<file path="src/rtl/vosm_pkg.sv">
`default_nettype none

package vosm_pkg;

	localparam int DEF_MAX_X = 64;
	localparam int DEF_MAX_Y = 64;
	localparam int DEF_MAX_Z = 32;

	localparam int CFG_IDX_W  = 2;
	localparam int CFG_DATA_W = 7;
	localparam int ZCNT_W     = 7;
	localparam int ZIDX_W     = 6;

	localparam logic [CFG_IDX_W-1:0] REG_COUNT_X = 2'd0;
	localparam logic [CFG_IDX_W-1:0] REG_COUNT_Y = 2'd1;
	localparam logic [CFG_IDX_W-1:0] REG_COUNT_Z = 2'd2;

	typedef enum logic [1:0] {
		KIND_CLEAR,
		KIND_MARK,
		KIND_QUERY,
		KIND_PROJECT
	} kind_t;

	typedef enum logic [1:0] {
		ST_INIT,
		ST_IDLE,
		ST_EXEC,
		ST_CLEAR
	} state_t;

	typedef struct packed {
		logic              found;
		logic [ZIDX_W-1:0] z;
	} surface_t;

endpackage

`default_nettype wire

</file>
<file path="src/rtl/vosm_surface.sv">
`default_nettype none

module vosm_surface #(
	parameter int MAX_Z = vosm_pkg::DEF_MAX_Z
) (
	input  wire logic [MAX_Z-1:0]            word,
	input  wire logic [vosm_pkg::ZCNT_W-1:0] cz,
	output vosm_pkg::surface_t               res
);
	import vosm_pkg::*;

	logic [MAX_Z-1:0]  cand;
	logic [MAX_Z-1:0]  onehot;
	logic [ZIDX_W-1:0] zsel;

	// A surface voxel is occupied with a free voxel above it inside the border.
	always_comb begin
		cand = '0;
		for (int k = 0; k < MAX_Z - 1; k++) begin
			cand[k] = word[k] & ~word[k+1] & (ZCNT_W'(k + 1) < cz);
		end
	end

	assign onehot = cand & (~cand + MAX_Z'(1));

	always_comb begin
		zsel = '0;
		for (int k = 0; k < MAX_Z; k++) begin
			if (onehot[k]) begin
				zsel = zsel | ZIDX_W'(k);
			end
		end
	end

	assign res.found = |cand;
	assign res.z     = zsel;

endmodule

`default_nettype wire

</file>
<file path="config.mk">
export PLATFORM = sky130hd
export DESIGN_NAME = vosm_surface
export DESIGN_NICKNAME = d
export VERILOG_FILES = /design/src/rtl/vosm_pkg.sv /design/src/rtl/vosm_surface.sv
export SDC_FILE = /design/constraint.sdc
export NUM_CORES = 1
export LEC_CHECK = 0
export ABC_AREA = 1
export BUFFER_PORTS_ARGS = -buffer_cell sky130_fd_sc_hd__buf_2
export CORE_UTILIZATION = 45
export DETAILED_ROUTE_END_ITERATION = 7
export PLACE_DENSITY = 0.74
export SLEW_MARGIN = 15
export SYNTH_ARGS = -nofsm -noshare
export SYNTH_HDL_FRONTEND = slang
export SYNTH_SLANG_ARGS = --single-unit
</file>
<file path="constraint.sdc">
create_clock -name vclk -period 1.3
set_input_delay 0 -clock vclk [all_inputs]
set_output_delay 0 -clock vclk [all_outputs]
set_load 0.02 [all_outputs]
</file>
# Word level (Yosys, flattened, before mapping)
# Index checks and enable logic that the tools add are counted.
[totals] output_inout_bits=7 input_bits=39 register_bits=0 word_cells=159
[op_classes] n_bitwise=95 add_sub_neg=1 magnitude_cmp=31 n_reduce_logical=1 n_mux=31
[ops] op="5-bit by 7-bit less-than comparator with 1-bit output (first input constant)" n=16
[ops] op="5-bit 2-to-1 mux" n=16
[ops] op="1-bit AND" n=62
[ops] op="4-bit by 7-bit less-than comparator with 1-bit output (first input constant)" n=8
[ops] op="32-bit by 1-bit adder with 32-bit output (second input constant)" n=1
[ops] op="31-bit by 32-bit AND with 32-bit output" n=1
[ops] op="4-bit 2-to-1 mux" n=8
[ops] op="31-bit NOT with 32-bit output" n=1
[ops] op="1-bit NOT" n=31
[ops] op="31-bit OR reduction" n=1
[ops] op="3-bit by 7-bit less-than comparator with 1-bit output (first input constant)" n=4
[ops] op="2-bit by 7-bit less-than comparator with 1-bit output (first input constant)" n=2
[ops] op="3-bit 2-to-1 mux" n=4
[ops] op="1-bit by 7-bit less-than comparator with 1-bit output (first input constant)" n=1
[ops] op="2-bit 2-to-1 mux" n=2
[ops] op="1-bit 2-to-1 mux" n=1

# Depth between registers and ports, before layout
[depth] depth_word=37 mapped_depth=16 depth_no_buf=15

# Worst setup path before layout
# Ideal clock, no wire load.
[synth_timing] path_type="input-to-output" start="input port cz[6] (netlist name)" end="output port res[1] (netlist name)" cell_stages=13 t_arrival_ps=1365 n_path_buf=1 required_time_ps=1300 path_slack_ps=-65 path_cell_list="nor2_4 buf_6 nand2_2 inv_2 nand2_1 nand2_1 nand2_1 nor2_1 nand2_1 nor2_2 nand3_1 and3_1 nand3_1"
[synth_rtl] element="start: declaration" line_no="vosm_surface.sv:7" text="input wire logic [vosm_pkg::ZCNT_W-1:0] cz,"
[synth_rtl] element="end: declaration" line_no="vosm_surface.sv:8" text="output vosm_pkg::surface_t res"

==> flow_summary.yaml <==
worst_setup_path:
  criticalPathCategory: "in2out"
  crit_family: "simple AND/OR/NAND/NOR gates"
  cp-start-kind: "input pin"
  crit_chain: "clkbuf_4 -> inv_2 -> nand2_1 -> nor2_4 -> nand2_1 -> nand2_2 -> nand2_1 -> nor2_1 -> nand2_1 -> nor2_4 -> nand3_2 -> nand2_1 -> inv_1 -> nand2_1 -> nor2_1 -> nand2_2 -> buf_4"
  crit_slowest_cell: "nor2_4"
  cp-end-kind: "primary output"
  cpMostUsedCell: "nand2_1"
  crit_buf_inv: 4
  max_stage_delay_ps: 180
  cp-startpoint: "cz[4]"
  cp.required_ps: 1300
  arrival_ps: 1740
  worstSetupEndpoint: "res[4]"
  cp_num_cells: 17
  path_max_fanout: 5
die:
  boundaryPins: 46
  dieArea_sq_um: 3880
  rows: 21
  die_y_microns: 62.3
  core_area_sq_um: 3420
  initial_core_util: 0.479
  die_width_microns: 62.3
placement:
  post-place-ws_ps: -478
  routabilityCongestion: 0.898
  io_buffers: 45
  hpwl_microns: 4410
power_and_ir_drop:
  leakage_nw: 1.55
  p_int_w: 0.000375
  netSwitchingFraction: 0.565
  p_sw_w: 0.000488
  clkPwrFrac: 0
  comb_power_share: 1.000
  ir_drop_mv: 0.213
  p_seq_frac: 0
  power_density_nw_per_um2: 333
layout:
  n_antenna_cell: 0
  drive_gt1_frac: 0.412
  nClkBuffers: 0
  seq_cells: 0
  fin_nets: 493
  seqCellArea_sq_um: 0
  syn2layout_area_growth_pct: 58.4
  fin_util: 0.758
synthesis:
  synth.most_common_cell: "nand2_1"
  synthTopCellsByArea: "nand2_1 28%, nor2_1 14%, inv_1 13%"
  synth_top_cell_area_share: 0.278
  ys_types: 29
  syn_area_per_cell_sq_um: 4.63
  syn_nets: 392
  yosys_warnings: 0
  ys_top_cells_by_count: "121 x nand2_1, 59 x nor2_1, 58 x inv_1, 33 x nand3_1, 13 x nand2_2"
  ys_seq_area_frac: 0
  netlist_instances: 353
  netlist_area_sq_um: 1640
  yosysTopAreaCell: "nand2_1"
timing:
  worst_slack_ps: -444
  final_hold_viol_count: 0
  post-route-period-util: 1.34
  maxSlewViolCount: 0
  whs_ps: 688
  period_minus_slack_ps: 1740
  rsz0062_at_grt: "true"
  final-setup-viol-count: 6
  fmax_mhz: 573
routing:
  drc_errors: 0
  vias_per_cell: 5.02
  antenna_left: 0
  drt_iter0_drc: 161
  vias: 2498
  wirelength_microns: 5690
  avgRoutedWirePerCell_microns: 11.4
  drtPass1Iterations: 4
global_route:
  grt_pass1_vias: 2389
  grt_overflow: 0
  grt_usage: 0.290
  grt_max_degree: 11
  grt_pass1_wl_microns: 9520
  antenna_found_initial: 0
hold_path:
  hp-class: "in2out"
clock_network:
  ctsHoldBuffers: 0
run_status:
  violations: "setup timing"
  outcome: "finished, violations left"
flow_run:
  maxCapViolations: 0
[cell type report]
| type | count | area [sq um] |
|---|---|---|
| multi-input combinational | 289 | 1580 |
| inverter | 61 | 229 |
| tap | 46 | 57.6 |
| fill | 292 | 826 |
| timing repair buffer | 102 | 723 |
[cells by family (layout without fill, tap and decap cells)]
logic type	count (synthesis)	after routing	synth area share
buffers and inverters	64	163	0.155
other	1	1	0.00229
AO/OA/AOI/OAI	24	24	0.0910
AND/OR/NAND/NOR	264	264	0.752
[repair_timing]
item                                    in CTS  in global routing
gates resized for setup                     33                 28
endpoints found under the setup margin       6                  6
buffers inserted                             3                  0
pin swaps                                   17                 13
[per-layer routing]
layer,global-route usage,part of all wire
met1,0.331,0.39
met2,0.595,0.54
met3,0.00368,0.050
met4,0.0494,0.018
met5,0,0
[worst min-delay path by stage]
| stage | cells past startpoint | startpoint | endpoint | slack [ps] |
|---|---|---|---|---|
| 2_1_floorplan | 3 | word[31] | res[6] | 400 |
| 3_3_place_gp | 6 | word[31] | res[6] | 680 |
| 5_1_grt | 6 | word[31] | res[6] | 780 |
| 6_report | 6 | word[31] | res[6] | 690 |
| 3_5_place_dp | 6 | word[31] | res[6] | 700 |
| 4_1_cts | 9 | word[29] | res[6] | 700 |
[layout by cell type (no fill, tap or decap), types with 2 or more instances in the layout]
master / Yosys / final
nand2_1: 121 / 103
buf_4: 1 / 57
inv_1: 58 / 56
nor2_1: 59 / 52
buf_2: 1 / 36
nand2_2: 13 / 28
nand3_1: 33 / 21
nand3_2: 3 / 15
nor2_2: 7 / 11
a21oi_1: 12 / 11
nor2_4: 7 / 10
nand4_1: 6 / 6
buf_6: 1 / 6
inv_2: 3 / 5
o21ai_0: 6 / 5
nand2_4: 1 / 3
or2_2: 3 / 3
nor3_1: 4 / 3
o21bai_4: 1 / 2
o21ai_1: 1 / 2
nor3_4: 0 / 2
nand3b_1: 2 / 2
o211ai_1: 2 / 2
buf_12: 0 / 2
[power by group through the flow]
| stage | sequential [W] | clock, W | combinational (W) |
|---|---|---|---|
| final | 0 | 0 | 0.000862 |
| after detailed placement | 0 | 0 | 0.000733 |
| after global placement | 0 | 0 | 0.000721 |
| after CTS | 0 | 0 | 0.000806 |
| after global routing | 0 | 0 | 0.000945 |
| after floorplan | 0 | 0 | 0.000426 |
[per-stage QoR]
| step | std cells | cell area, sq um | setup TNS [ps] | power (W) |
|---|---|---|---|---|
| floorplan | 353 | 1660 | -15.7 | 0.000426 |
| global placement | 495 | 2330 | -2280 | 0.000721 |
| finish | 498 | 2590 | -2290 | 0.000862 |
| detailed placement | 495 | 2330 | -2480 | 0.000733 |
| CTS | 498 | 2500 | -2070 | 0.000806 |
| global route | 498 | 2590 | -3220 | 0.000945 |
(Power assumes the default switching activity.)
